[config.mk]
export PLATFORM = sky130hd
export DESIGN_NAME = nonpreemptive_priority_scheduler_unit
export DESIGN_NICKNAME = d
export VERILOG_FILES = /design/src/rtl/npps_pkg.sv /design/src/rtl/npps_ram.sv /design/src/rtl/nonpreemptive_priority_scheduler_unit.sv
export SDC_FILE = /design/constraint.sdc
export NUM_CORES = 1
export LEC_CHECK = 0
export CAP_MARGIN = 20
export CELL_PAD_IN_SITES_DETAIL_PLACEMENT = 0
export CELL_PAD_IN_SITES_GLOBAL_PLACEMENT = 2
export CORE_MARGIN = 5
export CORE_UTILIZATION = 45
export CTS_BUF_LIST = sky130_fd_sc_hd__clkbuf_2
export DETAILED_ROUTE_END_ITERATION = 6
export DONT_BUFFER_PORTS = 1
export GPL_TIMING_DRIVEN = 1
export PLACE_DENSITY_LB_ADDON = 0.1
export SYNTH_ARGS = -nofsm -noshare
export SYNTH_HDL_FRONTEND = slang
export SYNTH_HIERARCHICAL = 1
export SYNTH_SLANG_ARGS = --single-unit
[constraint.sdc]
create_clock -name i_clk -period 6.69 [get_ports i_clk]
set_input_delay 0.669 -clock i_clk [delete_from_list [all_inputs] [get_ports i_clk]]
set_output_delay 0.669 -clock i_clk [all_outputs]
set_load 0.01 [all_outputs]
[src/rtl/npps_pkg.sv]
// Package for the nonpreemptive priority scheduler.
// Holds field widths, operation codes, the entry word and the sequencer states.
// It depends on nothing else.
`default_nettype none

package npps_pkg;

    localparam int PRIO_W = 4;
    localparam int TIME_W = 10;
    localparam int IDX_W  = 4;
    localparam int TICK_W = 16;

    localparam logic OP_LOAD = 1'b0;
    localparam logic OP_TICK = 1'b1;

    localparam logic [TICK_W-1:0] TICK_MAX = '1;

    typedef struct packed {
        logic [PRIO_W-1:0] prio;
        logic [TIME_W-1:0] arrival;
        logic [TIME_W-1:0] need;
        logic [TIME_W-1:0] used;
    } t_entry;

    typedef enum logic [4:0] {
        S_IDLE = 5'b00001,
        S_SCAN = 5'b00010,
        S_PICK = 5'b00100,
        S_RD   = 5'b01000,
        S_UPD  = 5'b10000
    } t_state;

endpackage

`default_nettype wire

[src/rtl/npps_ram.sv]
// Generic single-write, single-read RAM with registered read data.
// Holds the process table entries; it depends on no package.
`default_nettype none

module npps_ram #(
    parameter int WIDTH = 34,
    parameter int DEPTH = 16
) (
    input  wire                      i_clk,
    input  wire                      i_we,
    input  wire [$clog2(DEPTH)-1:0]  i_waddr,
    input  wire [WIDTH-1:0]          i_wdata,
    input  wire [$clog2(DEPTH)-1:0]  i_raddr,
    output logic [WIDTH-1:0]         o_rdata
);

    logic [WIDTH-1:0] r_mem [DEPTH];

    always_ff @(posedge i_clk) begin
        if (i_we) begin
            r_mem[i_waddr] <= i_wdata;
        end
        o_rdata <= r_mem[i_raddr];
    end

endmodule

`default_nettype wire

[src/rtl/nonpreemptive_priority_scheduler_unit.sv]
// Load: written to the table when accepted. Tick with a process already running: accept,
// table read, update. Tick with no process running: accept, a scan of all MAX_PROCS entries
// that reads one table entry per cycle from the RAM, pick, table read, update.
// One item is in work at a time; a full output register holds the tick in its update cycle.
// Synchronous active-low reset clears the flags, the sequencer and sets the tick to one.
// Uses npps_pkg and npps_ram.
`default_nettype none

module nonpreemptive_priority_scheduler_unit #(
    parameter int MAX_PROCS = 16
) (
    input  wire         i_clk,
    input  wire         i_rst_n,
    input  wire         i_s_axis_tvalid,
    output logic        o_s_axis_tready,
    // entry_index[3:0], priority_in[7:4], arrival_in[17:8], need_in[27:18], zero [31:28]
    input  wire [31:0]  i_s_axis_tdata,
    // operation[0]
    input  wire         i_s_axis_tuser,
    output logic        o_m_axis_tvalid,
    input  wire         i_m_axis_tready,
    // running_id[3:0], used_units[13:4], just_finished[14], all_done[15], time_now[31:16]
    output logic [31:0] o_m_axis_tdata,
    // running_valid[0]
    output logic        o_m_axis_tuser
);

    localparam int SLOT_W = $clog2(MAX_PROCS);
    localparam int ENT_W  = $bits(npps_pkg::t_entry);

    npps_pkg::t_state r_state, n_state;

    logic [SLOT_W-1:0]              r_cnt;
    logic                           r_cmp_act;
    logic [SLOT_W-1:0]              r_cmp_idx;
    logic                           r_found;
    logic [npps_pkg::PRIO_W-1:0]    r_best_prio;
    logic [npps_pkg::TIME_W-1:0]    r_best_arr;
    logic [npps_pkg::TIME_W-1:0]    r_best_rem;
    logic [SLOT_W-1:0]              r_best_idx;
    logic                           r_run;
    logic [SLOT_W-1:0]              r_run_slot;
    logic [npps_pkg::TICK_W-1:0]    r_tick;
    logic [MAX_PROCS-1:0]           r_loaded;
    logic [MAX_PROCS-1:0]           r_finished;
    logic                           r_out_valid;
    logic                           r_out_user;
    logic [31:0]                    r_out_data;

    logic                           s_acc;
    logic                           in_op;
    logic [npps_pkg::IDX_W-1:0]     in_idx;
    logic                           load_ok;
    logic [SLOT_W-1:0]              load_slot;
    npps_pkg::t_entry               load_ent;
    npps_pkg::t_entry               ram_q;
    npps_pkg::t_entry               upd_ent;
    logic                           ram_we;
    logic [SLOT_W-1:0]              ram_waddr;
    logic [ENT_W-1:0]               ram_wdata;
    logic [SLOT_W-1:0]              ram_raddr;
    logic [npps_pkg::TIME_W-1:0]    cand_rem;
    logic                           cand_elig;
    logic                           cand_better;
    logic                           take;
    logic                           upd_fire;
    logic [npps_pkg::TIME_W-1:0]    used_inc;
    logic                           fin;
    logic [MAX_PROCS-1:0]           fin_mask;
    logic                           done;

    assign o_s_axis_tready = (r_state == npps_pkg::S_IDLE);
    assign s_acc           = i_s_axis_tvalid && o_s_axis_tready;
    assign in_op           = i_s_axis_tuser;
    assign in_idx          = i_s_axis_tdata[3:0];
    assign load_ok         = (in_op == npps_pkg::OP_LOAD) && (32'(in_idx) < MAX_PROCS);
    assign load_slot       = SLOT_W'(in_idx);

    always_comb begin
        load_ent.prio    = i_s_axis_tdata[7:4];
        load_ent.arrival = i_s_axis_tdata[17:8];
        load_ent.need    = (i_s_axis_tdata[27:18] == '0) ? 10'd1 : i_s_axis_tdata[27:18];
        load_ent.used    = '0;
    end

    // Scan compare against the best candidate so far.
    assign cand_rem  = ram_q.need - ram_q.used;
    assign cand_elig = r_loaded[r_cmp_idx] && !r_finished[r_cmp_idx]
                     && ({6'd0, ram_q.arrival} <= r_tick);
    always_comb begin
        priority if (!r_found) begin
            cand_better = 1'b1;
        end else if (ram_q.prio != r_best_prio) begin
            cand_better = ram_q.prio > r_best_prio;
        end else if (ram_q.arrival != r_best_arr) begin
            cand_better = ram_q.arrival < r_best_arr;
        end else begin
            cand_better = cand_rem < r_best_rem;
        end
    end
    assign take = r_cmp_act && cand_elig && cand_better;

    // Update of the running process.
    assign upd_fire = (r_state == npps_pkg::S_UPD) && (!r_out_valid || i_m_axis_tready);
    assign used_inc = (ram_q.used == '1) ? ram_q.used : ram_q.used + 10'd1;
    assign fin      = used_inc >= ram_q.need;
    always_comb begin
        upd_ent      = ram_q;
        upd_ent.used = used_inc;
        fin_mask     = '0;
        if (r_run && fin) begin
            fin_mask[r_run_slot] = 1'b1;
        end
    end
    assign done = ~|(r_loaded & ~(r_finished | fin_mask));

    always_comb begin
        ram_we    = (s_acc && load_ok) || (upd_fire && r_run);
        ram_waddr = (r_state == npps_pkg::S_IDLE) ? load_slot : r_run_slot;
        ram_wdata = (r_state == npps_pkg::S_IDLE) ? load_ent : upd_ent;
        ram_raddr = (r_state == npps_pkg::S_SCAN) ? r_cnt : r_run_slot;
    end

    npps_ram #(
        .WIDTH (ENT_W),
        .DEPTH (MAX_PROCS)
    ) u_ram (
        .i_clk   (i_clk),
        .i_we    (ram_we),
        .i_waddr (ram_waddr),
        .i_wdata (ram_wdata),
        .i_raddr (ram_raddr),
        .o_rdata (ram_q)
    );

    always_comb begin
        n_state = r_state;
        unique case (r_state)
            npps_pkg::S_IDLE: begin
                if (s_acc && in_op == npps_pkg::OP_TICK) begin
                    n_state = r_run ? npps_pkg::S_RD : npps_pkg::S_SCAN;
                end
            end
            npps_pkg::S_SCAN: begin
                if (r_cnt == SLOT_W'(MAX_PROCS - 1)) begin
                    n_state = npps_pkg::S_PICK;
                end
            end
            npps_pkg::S_PICK: n_state = npps_pkg::S_RD;
            npps_pkg::S_RD:   n_state = npps_pkg::S_UPD;
            npps_pkg::S_UPD: begin
                if (upd_fire) begin
                    n_state = npps_pkg::S_IDLE;
                end
            end
            default: n_state = npps_pkg::S_IDLE;
        endcase
    end

    always_ff @(posedge i_clk) begin
        if (!i_rst_n) begin
            r_state     <= npps_pkg::S_IDLE;
            r_cnt       <= '0;
            r_cmp_act   <= 1'b0;
            r_found     <= 1'b0;
            r_run       <= 1'b0;
            r_run_slot  <= '0;
            r_tick      <= 16'd1;
            r_loaded    <= '0;
            r_finished  <= '0;
            r_out_valid <= 1'b0;
        end else begin
            r_state <= n_state;

            if (o_m_axis_tvalid && i_m_axis_tready && !upd_fire) begin
                r_out_valid <= 1'b0;
            end

            if (take) begin
                r_found     <= 1'b1;
                r_best_prio <= ram_q.prio;
                r_best_arr  <= ram_q.arrival;
                r_best_rem  <= cand_rem;
                r_best_idx  <= r_cmp_idx;
            end

            unique case (r_state)
                npps_pkg::S_IDLE: begin
                    r_cnt     <= '0;
                    r_cmp_act <= 1'b0;
                    r_found   <= 1'b0;
                    if (s_acc && load_ok) begin
                        r_loaded[load_slot]   <= 1'b1;
                        r_finished[load_slot] <= 1'b0;
                        if (r_run && r_run_slot == load_slot) begin
                            r_run <= 1'b0;
                        end
                    end
                end
                npps_pkg::S_SCAN: begin
                    r_cmp_act <= 1'b1;
                    r_cmp_idx <= r_cnt;
                    if (r_cnt != SLOT_W'(MAX_PROCS - 1)) begin
                        r_cnt <= r_cnt + 1'b1;
                    end
                end
                npps_pkg::S_PICK: begin
                    r_cmp_act  <= 1'b0;
                    r_run      <= r_found || take;
                    r_run_slot <= take ? r_cmp_idx : r_best_idx;
                end
                npps_pkg::S_RD: begin
                end
                npps_pkg::S_UPD: begin
                    if (upd_fire) begin
                        r_out_valid <= 1'b1;
                        r_out_user  <= r_run;
                        r_out_data  <= {r_tick, done, r_run && fin,
                                        r_run ? used_inc : 10'd0,
                                        r_run ? 4'(r_run_slot) : 4'd0};
                        r_finished  <= r_finished | fin_mask;
                        if (r_run && fin) begin
                            r_run <= 1'b0;
                        end
                        if (r_tick != npps_pkg::TICK_MAX) begin
                            r_tick <= r_tick + 16'd1;
                        end
                    end
                end
                default: begin
                end
            endcase
        end
    end

    assign o_m_axis_tvalid = r_out_valid;
    assign o_m_axis_tdata  = r_out_data;
    assign o_m_axis_tuser  = r_out_user;

`ifndef SYNTHESIS
    a_run_slot_live: assert property (@(posedge i_clk) disable iff (!i_rst_n)
        r_run |-> (r_loaded[r_run_slot] && !r_finished[r_run_slot]))
        else $error("running slot is not a live entry");

    a_upd_gives_result: assert property (@(posedge i_clk) disable iff (!i_rst_n)
        upd_fire |=> (r_out_valid && r_state == npps_pkg::S_IDLE))
        else $error("update did not leave a result");

    a_scan_no_accept: assert property (@(posedge i_clk) disable iff (!i_rst_n)
        (r_cmp_act || r_state == npps_pkg::S_UPD) |-> !o_s_axis_tready)
        else $error("input taken while a tick is in work");
`endif

endmodule

`default_nettype wire

==> After elaboration in Yosys (flattened, before gate mapping) <==
Memory sizes are Yosys's and may differ from the RTL's. A register that Yosys moved wholly into a read port is not among the register bits.
Cells that the tools add are included.
{ "word_totals": {"output_inout_bits": 35, "memories": 1, "word_cells": 138, "ff_bits": 130, "ramBits": 544} }
{ "op_classes": {"bitwise_logic": 8, "n_mux": 39, "n_addsub": 4, "eq_ne": 19, "n_reduce_logical": 39, "order_cmp": 10} }
{ "memory_table": {"columns": ["name", "depth", "width", "read_ports", "rd_clocked_by_memory_dff", "wr", "line_no", "text"], "rows": [
  ["u_ram.r_mem", 16, 34, 1, 1, 1, "npps_ram.sv:17", "logic [WIDTH-1:0] r_mem [DEPTH];"]
]} }
{ "op_table": {"columns": ["op", "n"], "rows": [
  ["16-bit two-way mux", 3],
  ["34-bit two-way mux", 1],
  ["16-bit bitwise AND", 2],
  ["16-bit NOT", 2],
  ["16-bit OR", 2],
  ["16-bit one-hot mux with 2 select lines", 1],
  ["5-bit one-hot mux with 5 select lines", 1],
  ["10-bit less-than comparator", 2],
  ["10-bit two-way mux", 2],
  ["4-bit two-way mux", 5],
  ["16-bit by 1-bit adder with 16-bit output (second input constant)", 1],
  ["10-bit by 16-bit less-or-equal comparator with 1-bit output", 1],
  ["1-bit two-way mux", 16],
  ["16-bit inequality test (second input constant)", 1],
  ["16-bit OR reduction", 1],
  ["1-bit logical AND", 15],
  ["4-bit by 5-bit less-than comparator with 1-bit output (second input constant)", 3],
  ["5-bit two-way mux", 3],
  ["2-bit by 1-bit inequality test with 1-bit output (second input constant)", 6],
  ["3-bit AND reduction", 4],
  ["10-bit by 1-bit adder with 10-bit output (second input constant)", 1],
  ["10-bit == test (second input constant)", 1],
  ["10-bit >= comparator", 1],
  ["10-bit logical NOT", 1],
  ["28 further kinds", 43]
]} }

==> Longest topological paths before layout <==
{ "logic_depth": {"ltp_word": 10, "depth_mapped": 18, "depth_no_buf": 18} }

==> Cells and area by module <==
Netlist, hierarchy kept.
{ "by_module_without_submodules": {"columns": ["mod", "seq_area_each_um2", "instances", "cells_each", "area_each_um2"], "rows": [
  ["npps_ram", 17016.3, 1, 888, 21076.5],
  ["nonpreemptive_priority_scheduler_unit", 3253.1, 1, 821, 7389.6]
]} }

==> Least setup slack after synthesis <==
Ideal clock, no wire load.
{ "synth_path": {"path_kind": "flip-flop to flip-flop", "startpoint": "register r_state[4]", "endpoint": "memory u_ram.r_mem[0][0], enable pin", "t_required_ns": 6.223, "synth_period_minus_slack_ns": 4.839, "arrival_time_ns": 4.371, "setup_time_ns": 0.467, "path_slack_ns": 1.851, "path_stages_with_launch": 8, "path_cell_list": "dfxtp_1 buf_2 nand2b_1 nor4_1 nand2_1 o21ai_0 or3b_2 nor3_1"} }
{ "synth_via": {"elab_chain_len": 6, "elab_cells_between_ends": 10} }
{ "synth_rtl": {"columns": ["element", "line_no", "text"], "rows": [
  ["start, declared", "nonpreemptive_priority_scheduler_unit.sv:31", "npps_pkg::t_state r_state, n_state;"],
  ["start signal, assigned", "nonpreemptive_priority_scheduler_unit.sv:162", "r_state <= npps_pkg::S_IDLE;"],
  ["start signal, assigned", "nonpreemptive_priority_scheduler_unit.sv:173", "r_state <= n_state;"],
  ["5-bit by 1-bit == test with 1-bit output / 5-bit == test (equally long branches)", "nonpreemptive_priority_scheduler_unit.sv:72, nonpreemptive_priority_scheduler_unit.sv:104", null],
  ["1-bit logical AND, on equally long branches", "nonpreemptive_priority_scheduler_unit.sv:73, nonpreemptive_priority_scheduler_unit.sv:104", null],
  ["1-bit logical AND", "nonpreemptive_priority_scheduler_unit.sv:118", "ram_we = (s_acc && load_ok) || (upd_fire && r_run);"],
  ["1-bit logical OR (*)", "nonpreemptive_priority_scheduler_unit.sv:118", null],
  ["named net ram_we", "nonpreemptive_priority_scheduler_unit.sv:58", "logic ram_we;"],
  ["1-bit two-way mux (*)", "npps_ram.sv:20", "if (i_we) begin"],
  ["1-bit two-way mux (not written as such) (*)", "npps_ram.sv:21", "r_mem[i_waddr] <= i_wdata;"],
  ["end, declared", "npps_ram.sv:17", null]
]} }
The timed path passes the listed nets; every way through them passes the cells marked *.

==> Final worst setup path <==
{ "layout_path": {"startpoint": "register u_ram.o_rdata[1], read port of u_ram.r_mem", "endpoint": "register r_best_arr[4] in the netlist's numbering, enable pin"} }
{ "layout_via": {"elab_chain_len": 7} }
{ "layout_rtl": {"columns": ["element", "line_no", "text"], "rows": [
  ["start, declared", "npps_ram.sv:14", "output logic [WIDTH-1:0] o_rdata"],
  ["10-bit subtractor", "nonpreemptive_priority_scheduler_unit.sv:87", "assign cand_rem = ram_q.need - ram_q.used;"],
  ["named net cand_rem (one bit)", "nonpreemptive_priority_scheduler_unit.sv:62", "logic [npps_pkg::TIME_W-1:0] cand_rem;"],
  ["10-bit less-than comparator", "nonpreemptive_priority_scheduler_unit.sv:98", "cand_better = cand_rem < r_best_rem;"],
  ["1-bit two-way mux", "nonpreemptive_priority_scheduler_unit.sv:95", "end else if (ram_q.arrival != r_best_arr) begin"],
  ["1-bit two-way mux", "nonpreemptive_priority_scheduler_unit.sv:93", "end else if (ram_q.prio != r_best_prio) begin"],
  ["1-bit two-way mux", "nonpreemptive_priority_scheduler_unit.sv:91", "priority if (!r_found) begin"],
  ["1-bit logical AND", "nonpreemptive_priority_scheduler_unit.sv:101", "assign take = r_cmp_act && cand_elig && cand_better;"],
  ["2-bit AND reduction (no line)", null, null],
  ["end signal, assigned", "nonpreemptive_priority_scheduler_unit.sv:182", "r_best_arr <= ram_q.arrival;"],
  ["end, declared", "nonpreemptive_priority_scheduler_unit.sv:38", "logic [npps_pkg::TIME_W-1:0] r_best_arr;"]
]} }
The timed path passes the listed nets, and every way through them passes these cells.
A chain may end at the register's enable or synchronous reset.

==> impl_results.html <==
<table>
<tr><th>Metric</th><th>Value</th></tr>
<tr><th colspan="2">Timing</th></tr>
<tr><td>Number of hold-slack violations in the final timing report</td><td>0</td></tr>
<tr><td>Number of setup violations in the final report</td><td>0</td></tr>
<tr><td>Tightest slew margin relative to the limit</td><td>0.255</td></tr>
<tr><td>Clk_skew</td><td>0.0576 ns</td></tr>
<tr><td>Peak Freq</td><td>0.206 GHz</td></tr>
<tr><td>Least-Margin Pin Slew</td><td>1.11 ns</td></tr>
<tr><td>RSZ-0062 raised after global routing</td><td>no</td></tr>
<tr><td>Crit path setup slack, layout</td><td>1.83 ns</td></tr>
<tr><td>Fin. max-slew vios</td><td>0</td></tr>
<tr><td>Setup TNS after final layout</td><td>0 ns</td></tr>
<tr><td>Tmin final</td><td>between 4 and 5 ns</td></tr>
<tr><td>Crit share post-route</td><td>0.727</td></tr>
<tr><th colspan="2">Floorplan</th></tr>
<tr><td>Boundary Pins</td><td>a little over 70</td></tr>
<tr><td>Die height</td><td>262 um</td></tr>
<tr><td>Die footprint</td><td>~68,000 um2</td></tr>
<tr><td>Site row count</td><td>92</td></tr>
<tr><td>Initial core utilization</td><td>0.453</td></tr>
<tr><td>X dimension of the die</td><td>262 um</td></tr>
<tr><td>CORE AREA</td><td>62,900 um2</td></tr>
<tr><th colspan="2">Clocking</th></tr>
<tr><td>Clock Root Buffer</td><td>clkbuf_2</td></tr>
<tr><td>Post-cts sizing count</td><td>0</td></tr>
<tr><td>Number of setup buffers added after CTS</td><td>0</td></tr>
<tr><td>CTS tree</td><td>built</td></tr>
<tr><td>Maximum level of the CTS H-tree</td><td>4</td></tr>
<tr><td>Clock slew seen by the registers of the worst setup and hold paths</td><td>0.09 ns</td></tr>
<tr><td>Number of sinks on the clock net</td><td>708</td></tr>
<tr><td>Clock latency on the worst-skew pair</td><td>1.35 ns</td></tr>
<tr><td>Number of buffers added by the clock tree synthesis step</td><td>180</td></tr>
<tr><td>Max Root-Sink Buffers</td><td>3</td></tr>
<tr><td>Hold Buf Count CTS</td><td>39</td></tr>
<tr><th colspan="2">Finish</th></tr>
<tr><td>Filler Cells Inserted</td><td>5,487</td></tr>
<tr><td>Ratio of cells with drive above 1 in the final layout</td><td>0.256</td></tr>
<tr><td>Sequential cell area</td><td>20,300 um2</td></tr>
<tr><td>Final Instance Count excl. Fillers</td><td>2,892</td></tr>
<tr><td>Final-stage net count</td><td>around 2,000</td></tr>
<tr><td>Area occupied by multi-input gates</td><td>7770 um2</td></tr>
<tr><td>Layout overhead on the synthesized area</td><td>11.8%</td></tr>
<tr><th colspan="2">Synth</th></tr>
<tr><td>Cell types with the highest counts after synthesis</td><td>edfxtp_1 (609), mux4_2 (139), nand2_1 (134), nor2_1 (129), dfxtp_1 (99)</td></tr>
<tr><td>Cell area after synthesis</td><td>between 20,000 and 30,000 um2</td></tr>
<tr><td>Dominant synthesized flop cell</td><td>edfxtp_1</td></tr>
<tr><td>Number of synthesized flops with an enable pin</td><td>609</td></tr>
<tr><td>FF+latch count, synth</td><td>708</td></tr>
<tr><td>Fraction of the yosys area taken by sequential cells</td><td>0.712</td></tr>
<tr><td>Post-Syn Instances</td><td>1,709</td></tr>
<tr><td>Share of the synthesized area in the top cell type</td><td>0.642</td></tr>
<tr><td>Most frequent cell after synthesis</td><td>edfxtp_1</td></tr>
<tr><td>Post-synthesis cell type with the largest combined area</td><td>edfxtp_1</td></tr>
<tr><td>Mean post-synth cell area</td><td>16.7 um2</td></tr>
<tr><td>Most area-consuming cells after synthesis</td><td>edfxtp_1 (64%), mux4_2 (11%), dfxtp_1 (7.0%), ha_1 (2.4%), a22oi_1 (1.8%)</td></tr>
<tr><td>Synth cell types</td><td>69</td></tr>
<tr><td>Ys async rst share</td><td>0</td></tr>
<tr><td>Synth warnings</td><td>6</td></tr>
<tr><td>Mapped Nets</td><td>1,802</td></tr>
<tr><th colspan="2">Worst setup path</th></tr>
<tr><td>FF-to-FF path depth</td><td>16</td></tr>
<tr><td>Largest stage delay on the critical path</td><td>0.58 ns</td></tr>
<tr><td>Data arrival time of the worst path</td><td>around 5.8 ns</td></tr>
<tr><td>Worst endpoint required time</td><td>7.65 ns</td></tr>
<tr><td>Start-to-end type of the worst setup path</td><td>register to register</td></tr>
<tr><td>Worst-path fanout max</td><td>24</td></tr>
<tr><td>Startpoint Class</td><td>register</td></tr>
<tr><td>Critical path's slowest cell</td><td>a221oi_4</td></tr>
<tr><td>Setup crit end kind</td><td>register</td></tr>
<tr><td>Cell-by-cell listing of the critical path</td><td>inv_1 -&gt; ha_1 -&gt; a21oi_1 -&gt; o21ai_0 -&gt; a21oi_1 -&gt; o21bai_1 -&gt; a31oi_1 -&gt; nor2_1 -&gt; a211o_1 -&gt; ha_1 -&gt; and4_1 -&gt; a2111oi_0 -&gt; nand3_1 -&gt; a221oi_4 -&gt; and2_1 -&gt; buf_4</td></tr>
<tr><th colspan="2">Detailed routing</th></tr>
<tr><td>Detailed Routing Iterations Pass 1</td><td>7</td></tr>
<tr><td>Avg WL per Cell</td><td>25.0 um</td></tr>
<tr><td>WL final</td><td>72.3 mm</td></tr>
<tr><td>Number of design rule violations left after detail routing</td><td>0</td></tr>
<tr><td>Violation count after the first detailed-routing iteration</td><td>1,218</td></tr>
<tr><td>Via total after detailed routing</td><td>15,900</td></tr>
<tr><td>Vias per inst</td><td>5.51</td></tr>
<tr><td>Number of nets still failing antenna checks after routing</td><td>0</td></tr>
<tr><th colspan="2">Power</th></tr>
<tr><td>Internal Power</td><td>6790 uW</td></tr>
<tr><td>Sw Ratio</td><td>0.271</td></tr>
<tr><td>Proportion of power drawn by the clock network</td><td>0.318</td></tr>
<tr><td>Maximum ir drop on the vdd rail</td><td>0.154 mV</td></tr>
<tr><td>Power spent charging and discharging nets</td><td>between 2000 and 3000 uW</td></tr>
<tr><td>Leakage dissipation</td><td>~0.011 uW</td></tr>
<tr><td>Power density normalized to cell area</td><td>293 nW/um2</td></tr>
<tr><td>Combinational Power Share</td><td>0.111</td></tr>
<tr><td>Power share of the sequential group</td><td>0.571</td></tr>
<tr><th colspan="2">Place</th></tr>
<tr><td>Cell count after placement</td><td>2,528</td></tr>
<tr><td>Placer's final routability congestion estimate</td><td>0.773</td></tr>
<tr><td>Detailed Place HPWL</td><td>40.9 mm</td></tr>
<tr><td>Pre-CTS worst setup slack</td><td>1.83 ns</td></tr>
<tr><td>Number of port buffers</td><td>0</td></tr>
<tr><th colspan="2">Global routing</th></tr>
<tr><td>Global-route usage over all layers</td><td>0.216</td></tr>
<tr><td>Antenna violations before repair</td><td>2</td></tr>
<tr><td>First-pass GRT wire length</td><td>107 mm</td></tr>
<tr><td>Number of global-route vias before repair</td><td>about 17,000</td></tr>
<tr><td>Congestion Overflow GR</td><td>0</td></tr>
<tr><td>Maximum number of pins on one net before global-route repair</td><td>107</td></tr>
<tr><th colspan="2">Run</th></tr>
<tr><td>Max capacitance violation total</td><td>0</td></tr>
<tr><th colspan="2">Hold path</th></tr>
<tr><td>Min-delay worst type</td><td>input port to register</td></tr>
<tr><td>Cell count of the worst hold path</td><td>4</td></tr>
<tr><th colspan="2">Run status</th></tr>
<tr><td>Status</td><td>finished clean</td></tr>
</table>
## area by class of cell
cell class,count,share of cell area
sequential,708,0.637
multi-input combinational,858,0.244
clock buffer,283,0.0445
tap,846,0.0333
timing repair buffer,86,0.0245
inverter,72,0.00849
clock inverter,35,0.00782
antenna,4,0.000315
## per-layer routing
| metal | GRT usage | share of wire | vias to the layer above | routed length (um) |
|---|---|---|---|---|
| met1 | 0.297 | 0.44 | 8186 | 32100 |
| met4 | 0.0758 | 0.020 | 0 | 1440 |
| li1 | - | - | 7179 | - |
| met2 | 0.345 | 0.49 | 449 | 35100 |
| met3 | 0.0449 | 0.051 | 113 | 3670 |
| met5 | 0 | 0 | - | 0 |
## state kept, by name, indices dropped and copies added, names as in the netlist
register         count
o_m_axis_tdata      32
o_m_axis_tuser       1
o_m_axis_tvalid      1
r_best_arr          10
r_best_idx           4
r_best_prio          4
r_best_rem          10
r_cmp_act            1
r_cmp_idx            4
r_cnt                4
r_finished          16
r_found              1
r_loaded            16
r_run                1
r_run_slot           4
r_state              5
r_tick              16
u_ram/o_rdata       34
u_ram/r_mem        544
## critical path, delay by kind of cell (launching register included)
kind | cells | cell delay (ns)
and+or+nand+nor | 4 | 0.78
AOI/OAI and AO/OA | 8 | 2.26
adders and majority gates | 2 | 0.59
buffers and inverters | 2 | 0.47
DFF | 1 | 0.39
## cells by family after synthesis
group | Yosys count | share of synthesized area
flip-flops | 708 | 0.712
AND/OR/NAND/NOR | 421 | 0.0689
AO/OA/AOI/OAI | 197 | 0.0479
multiplexers | 152 | 0.115
buffers and inverters | 143 | 0.0210
adder cells (fa/ha/maj) | 56 | 0.0249
XOR/XNOR | 32 | 0.00985
## final timing paths
check	start	endpoint	slack (ns)
setup / recovery	u_ram/o_rdata[1]	r_best_arr[4]	1.83
hold / removal	i_s_axis_tdata[21]	u_ram/r_mem[1][10]	0.18
setup reg to reg	u_ram/o_rdata[1]	r_best_arr[4]	1.83
hold reg to reg	u_ram/o_rdata[30]	r_best_prio[0]	0.46
## power groups by stage
stage | registers [uW] | clock network (uW) | logic, uW
2_1_floorplan | 5400 | 0 | 604
6_report | 5310 | 2960 | 1040
4_1_cts | 5320 | 3080 | 1050
3_3_place_gp | 5410 | 0 | 983
5_1_grt | 5330 | 3330 | 1150
3_5_place_dp | 5420 | 0 | 1030
## layout by cell type, fill, tap and decap left out, types with 8 or more instances in the layout
cell type and count:
clkbuf_2 283, nand4_1 14, edfxtp_1 609, nand3_1 18, a21oi_1 38, nor2_4 14
nand2_1 134, buf_4 42, dfxtp_1 99, a22oi_1 68, nor2b_1 20, clkinv_1 22
xor2_1 13, nor2_1 115, nand2b_1 25, inv_1 69, nor3_1 27, ha_1 55
dlygate4sd3_1 40, or3_1 8, o21a_1 8, xnor2_1 19, o21ai_0 31, mux4_2 139
## through the flow
stage	area, um2	hold WS [ns]	utilization	total power [uW]
6_report	31800	0.185	0.506	9310
5_1_grt	31800	0.0728	0.506	9810
4_1_cts	31800	0.0255	0.506	9450
3_5_place_dp	29700	0.435	0.473	6440
3_3_place_gp	29700	0.437	0.472	6390
2_1_floorplan	28500	0.406	-	6000
Power figures use the tool's default switching activity.
